==> src/design/pfx_pkg.sv <==
// Shared types, constants and character codes for the postfix evaluator.
package pfx_pkg;

    // Operand width and stack geometry.
    localparam int DATA_W      = 32;
    localparam int STACK_DEPTH = 16;
    localparam int ADDR_W      = $clog2(STACK_DEPTH);
    localparam int CNT_W       = $clog2(STACK_DEPTH + 1);
    localparam int LIMIT_W     = 5;
    localparam int CMP_W       = (CNT_W > LIMIT_W) ? CNT_W : LIMIT_W;
    localparam int STATUS_W    = 3;
    localparam int DIV_CNT_W   = $clog2(DATA_W);

    localparam logic [LIMIT_W-1:0] LIMIT_RESET = LIMIT_W'(10);

    // Character codes.
    localparam logic [7:0] CHAR_ZERO    = 8'd48;
    localparam logic [7:0] CHAR_NINE    = 8'd57;
    localparam logic [7:0] CHAR_PLUS    = 8'h2B;
    localparam logic [7:0] CHAR_MINUS   = 8'h2D;
    localparam logic [7:0] CHAR_STAR    = 8'h2A;
    localparam logic [7:0] CHAR_SLASH   = 8'h2F;
    localparam logic [7:0] CHAR_PERCENT = 8'h25;

    // Result status codes.
    typedef enum logic [STATUS_W-1:0] {
        STATUS_OK        = 3'd0,
        STATUS_OVERFLOW  = 3'd1,
        STATUS_UNDERFLOW = 3'd2,
        STATUS_DIVZERO   = 3'd3,
        STATUS_HALTED    = 3'd4
    } status_t;

    // Top-level sequencer states.
    typedef enum logic [2:0] {
        S_IDLE,
        S_DECODE,
        S_FETCH,
        S_DIVIDE,
        S_PUSH,
        S_RETOP,
        S_RETOP_WAIT,
        S_RESULT
    } state_t;

    // Divider states.
    typedef enum logic [1:0] {
        DIV_IDLE,
        DIV_RUN,
        DIV_FIX
    } div_state_t;

endpackage

==> src/design/pfx_stack_ram.sv <==
// Generic single-write, single-read synchronous RAM with registered read data.
module pfx_stack_ram #(
    parameter int DEPTH = 16,
    parameter int WIDTH = 32
) (
    input  logic                     clk,
    input  logic                     we,
    input  logic [$clog2(DEPTH)-1:0] waddr,
    input  logic [WIDTH-1:0]         wdata,
    input  logic                     re,
    input  logic [$clog2(DEPTH)-1:0] raddr,
    output logic [WIDTH-1:0]         rdata
);

    logic [WIDTH-1:0] mem [DEPTH];
    logic [WIDTH-1:0] rdata_reg;

    // Write port.
    always_ff @(posedge clk)
    begin
        if (we)
        begin
            mem[waddr] <= wdata;
        end
    end

    // Read port with registered read data.
    always_ff @(posedge clk)
    begin
        if (re)
        begin
            rdata_reg <= mem[raddr];
        end
    end

    assign rdata = rdata_reg;

endmodule

==> src/design/pfx_divider.sv <==
// Iterative signed divider: one quotient bit per cycle, truncating toward zero.
module pfx_divider (
    input  logic                      clk,
    input  logic                      rst_n,
    input  logic                      start,
    input  logic [pfx_pkg::DATA_W-1:0] dividend,
    input  logic [pfx_pkg::DATA_W-1:0] divisor,
    output logic                      done,
    output logic [pfx_pkg::DATA_W-1:0] quotient,
    output logic [pfx_pkg::DATA_W-1:0] remainder
);
    import pfx_pkg::*;

    div_state_t           state_reg, state_next;
    logic [DIV_CNT_W-1:0] iter_reg, iter_next;
    logic [DATA_W-1:0]    rem_reg, rem_next;
    logic [DATA_W-1:0]    quo_reg, quo_next;
    logic [DATA_W-1:0]    dvs_reg, dvs_next;
    logic                 neg_q_reg, neg_q_next;
    logic                 neg_r_reg, neg_r_next;
    logic [DATA_W-1:0]    quotient_reg, quotient_next;
    logic [DATA_W-1:0]    remainder_reg, remainder_next;
    logic                 done_reg, done_next;
    logic [DATA_W:0]      shifted;
    logic [DATA_W:0]      diff;

    // Restoring step: shift in the next dividend bit and try a subtract.
    assign shifted = {rem_reg, quo_reg[DATA_W-1]};
    assign diff    = shifted - {1'b0, dvs_reg};

    // Control state.
    always_ff @(posedge clk or negedge rst_n)
    begin
        if (!rst_n)
        begin
            state_reg <= DIV_IDLE;
            done_reg  <= 1'b0;
        end
        else
        begin
            state_reg <= state_next;
            done_reg  <= done_next;
        end
    end

    // Datapath registers.
    always_ff @(posedge clk)
    begin
        iter_reg      <= iter_next;
        rem_reg       <= rem_next;
        quo_reg       <= quo_next;
        dvs_reg       <= dvs_next;
        neg_q_reg     <= neg_q_next;
        neg_r_reg     <= neg_r_next;
        quotient_reg  <= quotient_next;
        remainder_reg <= remainder_next;
    end

    // Next state and datapath.
    always_comb
    begin
        state_next     = state_reg;
        iter_next      = iter_reg;
        rem_next       = rem_reg;
        quo_next       = quo_reg;
        dvs_next       = dvs_reg;
        neg_q_next     = neg_q_reg;
        neg_r_next     = neg_r_reg;
        quotient_next  = quotient_reg;
        remainder_next = remainder_reg;
        done_next      = 1'b0;
        unique case (state_reg)
            DIV_IDLE:
            begin
                if (start)
                begin
                    // Work on magnitudes; the most negative value maps to itself.
                    quo_next   = dividend[DATA_W-1] ? -dividend : dividend;
                    dvs_next   = divisor[DATA_W-1] ? -divisor : divisor;
                    rem_next   = '0;
                    neg_q_next = dividend[DATA_W-1] ^ divisor[DATA_W-1];
                    neg_r_next = dividend[DATA_W-1];
                    iter_next  = '0;
                    state_next = DIV_RUN;
                end
            end
            DIV_RUN:
            begin
                if (!diff[DATA_W])
                begin
                    rem_next = diff[DATA_W-1:0];
                    quo_next = {quo_reg[DATA_W-2:0], 1'b1};
                end
                else
                begin
                    rem_next = shifted[DATA_W-1:0];
                    quo_next = {quo_reg[DATA_W-2:0], 1'b0};
                end
                iter_next = iter_reg + 1'b1;
                if (iter_reg == DIV_CNT_W'(DATA_W - 1))
                begin
                    state_next = DIV_FIX;
                end
            end
            DIV_FIX:
            begin
                // Quotient sign from both operands, remainder sign from the dividend.
                quotient_next  = neg_q_reg ? -quo_reg : quo_reg;
                remainder_next = neg_r_reg ? -rem_reg : rem_reg;
                done_next      = 1'b1;
                state_next     = DIV_IDLE;
            end
            default:
            begin
                state_next = DIV_IDLE;
            end
        endcase
    end

    assign done      = done_reg;
    assign quotient  = quotient_reg;
    assign remainder = remainder_reg;

`ifndef SYNTH
    // A start is only honored while idle, so the done pulse is always isolated.
    assert property (@(posedge clk) disable iff (!rst_n) done_reg |=> !done_reg)
        else $error("divider done held for more than one cycle");
    // The run phase always ends in the sign fix-up cycle.
    assert property (@(posedge clk) disable iff (!rst_n)
        (state_reg == DIV_RUN && iter_reg == DIV_CNT_W'(DATA_W - 1)) |=> state_reg == DIV_FIX)
        else $error("divider skipped the sign fix-up");
    // Done is only raised out of the fix-up cycle.
    assert property (@(posedge clk) disable iff (!rst_n)
        $rose(done_reg) |-> $past(state_reg) == DIV_FIX)
        else $error("divider done raised outside fix-up");
`endif

endmodule

==> src/design/postfix_expression_evaluator_top.sv <==
// Top level of the postfix expression evaluator: sequencer, operand stack RAM and divider.
//
//  Channel   Signals                                  Direction  Beat carries
//  ------    -------------------------------------    ---------  ---------------------------
//  in        in_valid, in_ready, char_code            input      one character code
//  out       out_valid, out_ready, top_value,          output     top of stack, empty, status
//            stack_empty, status
//  cfg       cfg_we, cfg_wdata                        input      stack_limit register write
//
// A digit, a halted item or an underflow goes from accept through decode straight to result.
// Add, subtract, multiply and discarded pairs add an operand fetch and then a push or a
// new-top refetch; both wait on the registered read data of the operand RAM.
// Divide and remainder also wait for the 32-step iterative divider.
// Reset clears the entry count, the halt flag and the output valid flag and sets stack_limit
// to 10; the RAM is not cleared, since only written entries are ever read.
// One item is in work at a time; the next is accepted once the result is in the output
// register, and a stalled output holds the sequencer in its result state.
module postfix_expression_evaluator_top (
    input  logic                         clk,
    input  logic                         rst_n,
    input  logic                         in_valid,
    output logic                         in_ready,
    input  logic [7:0]                   char_code,
    output logic                         out_valid,
    input  logic                         out_ready,
    output logic signed [31:0]           top_value,
    output logic                         stack_empty,
    output logic [2:0]                   status,
    input  logic                         cfg_we,
    input  logic [pfx_pkg::LIMIT_W-1:0]  cfg_wdata
);
    import pfx_pkg::*;

    state_t               state_reg, state_next;
    logic [7:0]           char_reg, char_next;
    logic [CNT_W-1:0]     count_reg, count_next;
    logic                 halted_reg, halted_next;
    logic [DATA_W-1:0]    top_reg, top_next;
    logic [DATA_W-1:0]    result_reg, result_next;
    status_t              status_reg, status_next;
    logic [LIMIT_W-1:0]   limit_reg;
    logic                 out_valid_reg, out_valid_next;
    logic signed [DATA_W-1:0] top_value_reg, top_value_next;
    logic                 stack_empty_reg, stack_empty_next;
    status_t              status_out_reg, status_out_next;

    logic                 mem_we;
    logic [ADDR_W-1:0]    mem_waddr;
    logic [DATA_W-1:0]    mem_wdata;
    logic                 mem_re;
    logic [ADDR_W-1:0]    mem_raddr;
    logic [DATA_W-1:0]    mem_rdata;

    logic                 div_start;
    logic                 div_done;
    logic [DATA_W-1:0]    div_quotient;
    logic [DATA_W-1:0]    div_remainder;

    logic                 is_digit;
    logic                 stack_full;
    logic [CNT_W-1:0]     count_less1;
    logic [CNT_W-1:0]     count_less2;
    logic [DATA_W-1:0]    product;

    // Operand stack storage.
    pfx_stack_ram #(
        .DEPTH (STACK_DEPTH),
        .WIDTH (DATA_W)
    ) u_ram (
        .clk   (clk),
        .we    (mem_we),
        .waddr (mem_waddr),
        .wdata (mem_wdata),
        .re    (mem_re),
        .raddr (mem_raddr),
        .rdata (mem_rdata)
    );

    // Shared divider for quotient and remainder.
    pfx_divider u_div (
        .clk       (clk),
        .rst_n     (rst_n),
        .start     (div_start),
        .dividend  (mem_rdata),
        .divisor   (top_reg),
        .done      (div_done),
        .quotient  (div_quotient),
        .remainder (div_remainder)
    );

    // Decode helpers.
    assign is_digit    = (char_reg >= CHAR_ZERO) && (char_reg <= CHAR_NINE);
    assign stack_full  = (CMP_W'(count_reg) >= CMP_W'(limit_reg))
                      || (count_reg >= CNT_W'(STACK_DEPTH));
    assign count_less1 = count_reg - 1'b1;
    assign count_less2 = count_reg - CNT_W'(2);
    assign product     = mem_rdata * top_reg;

    // Configuration register.
    always_ff @(posedge clk or negedge rst_n)
    begin
        if (!rst_n)
        begin
            limit_reg <= LIMIT_RESET;
        end
        else if (cfg_we)
        begin
            limit_reg <= cfg_wdata;
        end
    end

    // Control state.
    always_ff @(posedge clk or negedge rst_n)
    begin
        if (!rst_n)
        begin
            state_reg     <= S_IDLE;
            count_reg     <= '0;
            halted_reg    <= 1'b0;
            out_valid_reg <= 1'b0;
        end
        else
        begin
            state_reg     <= state_next;
            count_reg     <= count_next;
            halted_reg    <= halted_next;
            out_valid_reg <= out_valid_next;
        end
    end

    // Payload registers.
    always_ff @(posedge clk)
    begin
        char_reg        <= char_next;
        top_reg         <= top_next;
        result_reg      <= result_next;
        status_reg      <= status_next;
        top_value_reg   <= top_value_next;
        stack_empty_reg <= stack_empty_next;
        status_out_reg  <= status_out_next;
    end

    // Sequencer: next state, RAM accesses and output loading.
    always_comb
    begin
        state_next       = state_reg;
        char_next        = char_reg;
        count_next       = count_reg;
        halted_next      = halted_reg;
        top_next         = top_reg;
        result_next      = result_reg;
        status_next      = status_reg;
        out_valid_next   = out_valid_reg;
        top_value_next   = top_value_reg;
        stack_empty_next = stack_empty_reg;
        status_out_next  = status_out_reg;
        mem_we           = 1'b0;
        mem_waddr        = count_reg[ADDR_W-1:0];
        mem_wdata        = result_reg;
        mem_re           = 1'b0;
        mem_raddr        = count_less2[ADDR_W-1:0];
        div_start        = 1'b0;
        in_ready         = 1'b0;

        // The output beat leaves when the consumer takes it.
        if (out_valid_reg && out_ready)
        begin
            out_valid_next = 1'b0;
        end

        unique case (state_reg)
            S_IDLE:
            begin
                in_ready = 1'b1;
                if (in_valid)
                begin
                    char_next   = char_code;
                    status_next = STATUS_OK;
                    state_next  = S_DECODE;
                end
            end
            S_DECODE:
            begin
                if (halted_reg)
                begin
                    status_next = STATUS_HALTED;
                    state_next  = S_RESULT;
                end
                else if (is_digit)
                begin
                    if (stack_full)
                    begin
                        status_next = STATUS_OVERFLOW;
                        halted_next = 1'b1;
                    end
                    else
                    begin
                        // Push the digit and keep it as the cached top.
                        mem_we     = 1'b1;
                        mem_wdata  = DATA_W'(char_reg - CHAR_ZERO);
                        top_next   = DATA_W'(char_reg - CHAR_ZERO);
                        count_next = count_reg + 1'b1;
                    end
                    state_next = S_RESULT;
                end
                else if (count_reg < CNT_W'(2))
                begin
                    status_next = STATUS_UNDERFLOW;
                    halted_next = 1'b1;
                    state_next  = S_RESULT;
                end
                else
                begin
                    // Fetch the left operand; the right one is the cached top.
                    mem_re     = 1'b1;
                    state_next = S_FETCH;
                end
            end
            S_FETCH:
            begin
                count_next = count_less2;
                case (char_reg) inside
                    CHAR_PLUS:
                    begin
                        result_next = mem_rdata + top_reg;
                        state_next  = S_PUSH;
                    end
                    CHAR_MINUS:
                    begin
                        result_next = mem_rdata - top_reg;
                        state_next  = S_PUSH;
                    end
                    CHAR_STAR:
                    begin
                        result_next = product;
                        state_next  = S_PUSH;
                    end
                    CHAR_SLASH, CHAR_PERCENT:
                    begin
                        if (top_reg == '0)
                        begin
                            status_next = STATUS_DIVZERO;
                            halted_next = 1'b1;
                            state_next  = S_RETOP;
                        end
                        else
                        begin
                            div_start  = 1'b1;
                            state_next = S_DIVIDE;
                        end
                    end
                    default:
                    begin
                        // Both operands are dropped and nothing is pushed.
                        state_next = S_RETOP;
                    end
                endcase
            end
            S_DIVIDE:
            begin
                if (div_done)
                begin
                    result_next = (char_reg == CHAR_SLASH) ? div_quotient : div_remainder;
                    state_next  = S_PUSH;
                end
            end
            S_PUSH:
            begin
                if (stack_full)
                begin
                    // Operands stay popped; the limit may have been lowered.
                    status_next = STATUS_OVERFLOW;
                    halted_next = 1'b1;
                    state_next  = S_RETOP;
                end
                else
                begin
                    mem_we     = 1'b1;
                    top_next   = result_reg;
                    count_next = count_reg + 1'b1;
                    state_next = S_RESULT;
                end
            end
            S_RETOP:
            begin
                // Reload the cached top after a net pop of two entries.
                if (count_reg == '0)
                begin
                    state_next = S_RESULT;
                end
                else
                begin
                    mem_re     = 1'b1;
                    mem_raddr  = count_less1[ADDR_W-1:0];
                    state_next = S_RETOP_WAIT;
                end
            end
            S_RETOP_WAIT:
            begin
                top_next   = mem_rdata;
                state_next = S_RESULT;
            end
            S_RESULT:
            begin
                if (!out_valid_reg || out_ready)
                begin
                    out_valid_next   = 1'b1;
                    stack_empty_next = (count_reg == '0);
                    top_value_next   = (count_reg == '0) ? '1 : top_reg;
                    status_out_next  = status_reg;
                    state_next       = S_IDLE;
                end
            end
            default:
            begin
                state_next = S_IDLE;
            end
        endcase
    end

    assign out_valid   = out_valid_reg;
    assign top_value   = top_value_reg;
    assign stack_empty = stack_empty_reg;
    assign status      = status_out_reg;

`ifndef SYNTH
    // The entry count never goes beyond the physical stack depth.
    assert property (@(posedge clk) disable iff (!rst_n) count_reg <= CNT_W'(STACK_DEPTH))
        else $error("entry count exceeds stack depth");
    // Halt is sticky.
    assert property (@(posedge clk) disable iff (!rst_n) halted_reg |=> halted_reg)
        else $error("halt flag cleared without reset");
    // An empty stack always reports minus one as the top.
    assert property (@(posedge clk) disable iff (!rst_n)
        (out_valid_reg && stack_empty_reg) |-> (top_value_reg == '1))
        else $error("empty stack reported with a top value other than minus one");
    // The RAM is written only by a push.
    assert property (@(posedge clk) disable iff (!rst_n)
        mem_we |-> (state_reg == S_DECODE || state_reg == S_PUSH))
        else $error("operand RAM written outside a push");
    // The divider never sees a zero divisor.
    assert property (@(posedge clk) disable iff (!rst_n) div_start |-> (top_reg != '0))
        else $error("divider started with a zero divisor");
`endif

endmodule

==> config.mk <==
export PLATFORM = sky130hd
export DESIGN_NAME = postfix_expression_evaluator_top
export DESIGN_NICKNAME = d
export VERILOG_FILES = /design/src/design/pfx_pkg.sv /design/src/design/pfx_stack_ram.sv /design/src/design/pfx_divider.sv /design/src/design/postfix_expression_evaluator_top.sv
export SDC_FILE = /design/constraint.sdc
export NUM_CORES = 2
export LEC_CHECK = 0
export BUFFER_PORTS_ARGS = -buffer_cell sky130_fd_sc_hd__buf_2
export CAP_MARGIN = 20
export CORE_UTILIZATION = 32
export CTS_BUF_LIST = sky130_fd_sc_hd__clkbuf_2
export DETAILED_ROUTE_END_ITERATION = 10
export REMOVE_ABC_BUFFERS = 1
export SYNTH_ARGS = -nofsm -noshare
export SYNTH_HDL_FRONTEND = slang
export SYNTH_SLANG_ARGS = --single-unit
==> constraint.sdc <==
create_clock -name clk -period 20.8 [get_ports clk]
set_input_delay 4.16 -clock clk [delete_from_list [all_inputs] [get_ports clk]]
set_output_delay 4.16 -clock clk [all_outputs]
set_load 0.1 [all_outputs]
==> results.yml <==
grt:
  grt_pass1_vias: 38600
  grt_usage_pct: 19.0
  grt_pass1_wl_um: 253000
  antenna_found_initial: 3
  grt_max_degree: 66
  overflow: 0
final_layout:
  fin_util_pct: 35.2
  largest_register: "u_ram.mem"
  layout-drive-gt1-share_pct: 15.2
  fillers: 17200
  area_delta_synth_final_pct: 8.80
  seq_area_mm2: 0.0251
  multi_input_area_mm2: 0.0283
  largest_register_ffs: 512
  fin_nets: 5416
cts:
  cts_made_buffers: 200
  cts-htree-levels: 4
  cts_buffer_depth: 3
  cts_hold_buf: 0
  post_cts_resize_count: 0
  postCtsSetupBuffers: 0
  path_clk_slew_ns: 0.10
  cts_tree: "yes"
  root_buffer: "clkbuf_2"
  cts.sinks: 840
  insertion_delay_ns: 1.59
timing:
  fmax_ghz: 0.121
  slew_violations: 0
  rsz0062_at_grt: "false"
  worstMarginPinSlew_ns: 1.05
  period_needed_ns: 8.28
  fin_skew_ns: 0.149
  setup_violations: 0
  fin_hold_ws_ns: 0.513
  hold_viol: 0
  relSlewSlack_pct: 30.3
  worst_slack_ns: 12.52
  period_share_pct: 39.8
  final.setup.tns_ns: 0
worst_setup_path:
  cp_max_fo: 15
  slowest_stage: "edfxtp_1"
  r2r_setup_slack_ns: 12.52
  critPathMostFrequentCell: "fa_1"
  cpPeakStageDelay_ns: 0.86
  critPathKind: "reg -> reg"
  arrival_ns: 9.67
  crit_required_ns: 22.19
  end_kind: "flip-flop"
  worstSetupStartpointType: "flip-flop"
drt:
  totalWireLength_um: 169000
  firstDrtPassIters: 5
  wl_per_cell_um: 23.3
  ant_nets: 0
  vias_per_cell: 5.22
  vias: 37800
  drcViolationCount: 0
  drt-initial-drc-count: 3532
floorplanning:
  fp-row-count: 153
  die_x_um: 421
  ios: 56
  dieArea_mm2: 0.178
  start_util_pct: 32.3
  die-height_um: 421
  core_area_mm2: 0.174
synth:
  synth-edff-count: 822
  syn_area_per_cell_um2: 12.1
  async_flop_share_pct: 2.14
  ys.flop_type: "edfxtp_1"
  syn_area_mm2: 0.0563
  synth_seq_cells: 840
  synth_cell_types: 96
  synth-warning-count: 0
  synth-seq-area-share_pct: 44.7
  syn-instance-count: 4643
flow_run:
  maxCapViolCount: 0
placed_design:
  dp_hpwl_um: 112000
  port_buffers: 55
  place_ws_ns: 12.77
  gp_congestion: 0.930
outcome:
  status: "complete, no violations"
worst_hold_path:
  hold_class: "reg -> reg"
[placed cells by master (no fill, tap or decap), drive strengths merged, types with 9 or more instances in the layout]
master	n
o41ai	17
clkinv	71
o21a	19
mux2i	47
o21ai	156
a221oi	16
a211oi	23
nor2b	20
and2	266
or4	16
mux4	160
a22oi	11
nand3	51
dfrtp	16
nand4	11
edfxtp	822
or3	25
a21oi	177
o211ai	9
and3	12
nand2	517
buf	167
nor3	40
nor4	15
a21o	39
a31oi	32
nand2b	31
o31ai	47
clkbuf	286
o22ai	24
o221ai	10
xnor2	184
ha	238
nor2	201
xor2	63
fa	411
o21bai	12
o31a	9
or2	45
inv	499
[through the flow]
stage	instances	area (um2)
finish	7243	61200
global route	7242	61200
CTS	7238	61200
detailed placement	6872	59300
global placement	6872	59300
floorplan	4380	55000
[path summary, 6_finish.rpt]
| check | cells past startpoint | to | start |
|---|---|---|---|
| max | 25 | result_reg[29] | top_reg[10] |
| min | 2 | limit_reg[3] | limit_reg[3] |
| max reg2reg | 25 | result_reg[29] | top_reg[10] |
| min reg2reg | 2 | limit_reg[3] | limit_reg[3] |
| max in group asynchronous | 1 | u_div.state_reg[0] | rst_n |
| min in group asynchronous | 1 | limit_reg[2] | rst_n |
[per-layer routing]
| metal | track usage, % | share of wire, % |
|---|---|---|
| met2 | 30.6 | 47 |
| met3 | 3.47 | 7.5 |
| met1 | 25.3 | 42 |
| met4 | 7.49 | 3.7 |
| met5 | 0 | 0 |
[synthesized netlist by cell type, types with 51 or more instances]
| master | count | area share [%] |
|---|---|---|
| edfxtp_1 | 822 | 44 |
| nand2_1 | 517 | 3.4 |
| inv_1 | 492 | 3.3 |
| fa_1 | 411 | 15 |
| and2_1 | 266 | 3.0 |
| ha_1 | 238 | 5.3 |
| clkbuf_1 | 215 | 1.4 |
| nor2_1 | 201 | 1.3 |
| xnor2_1 | 183 | 2.8 |
| a21oi_1 | 176 | 1.6 |
| mux4_2 | 153 | 6.1 |
| o21ai_0 | 146 | 1.3 |
| xor2_1 | 63 | 0.98 |
| nand3_1 | 51 | 0.45 |
[worst max-delay path, delay by kind of cell, from the launching register on]
family	cells	cell delay (ns)
adder cells (fa/ha/maj)	10	4.36
AO/OA/AOI/OAI	8	1.87
flip-flops	1	0.86
buffers and inverters	5	0.66
AND/OR/NAND/NOR	1	0.18
XOR/XNOR	1	0.16
[final cells by class]
cell class,instances,area share [%]
inverter,495,3.03
sequential,840,41.0
multi-input combinational,3045,46.2
timing repair buffer,167,1.82
antenna,5,0.0204
tap,2325,4.75
clock inverter,80,0.756
clock buffer,286,2.34
[kinds of logic after synthesis]
| kind of cell | after synthesis | synth area share (%) |
|---|---|---|
| mux | 214 | 7.42 |
| xor+xnor | 247 | 3.86 |
| simple gates | 1269 | 10.9 |
| compound gates | 666 | 7.71 |
| buf+inv | 758 | 5.59 |
| flops | 840 | 44.7 |
| fa+ha+maj | 649 | 19.9 |
Power is not shown: default switching activity piles up to over one toggle a cycle in this logic, so the estimate is an artifact.
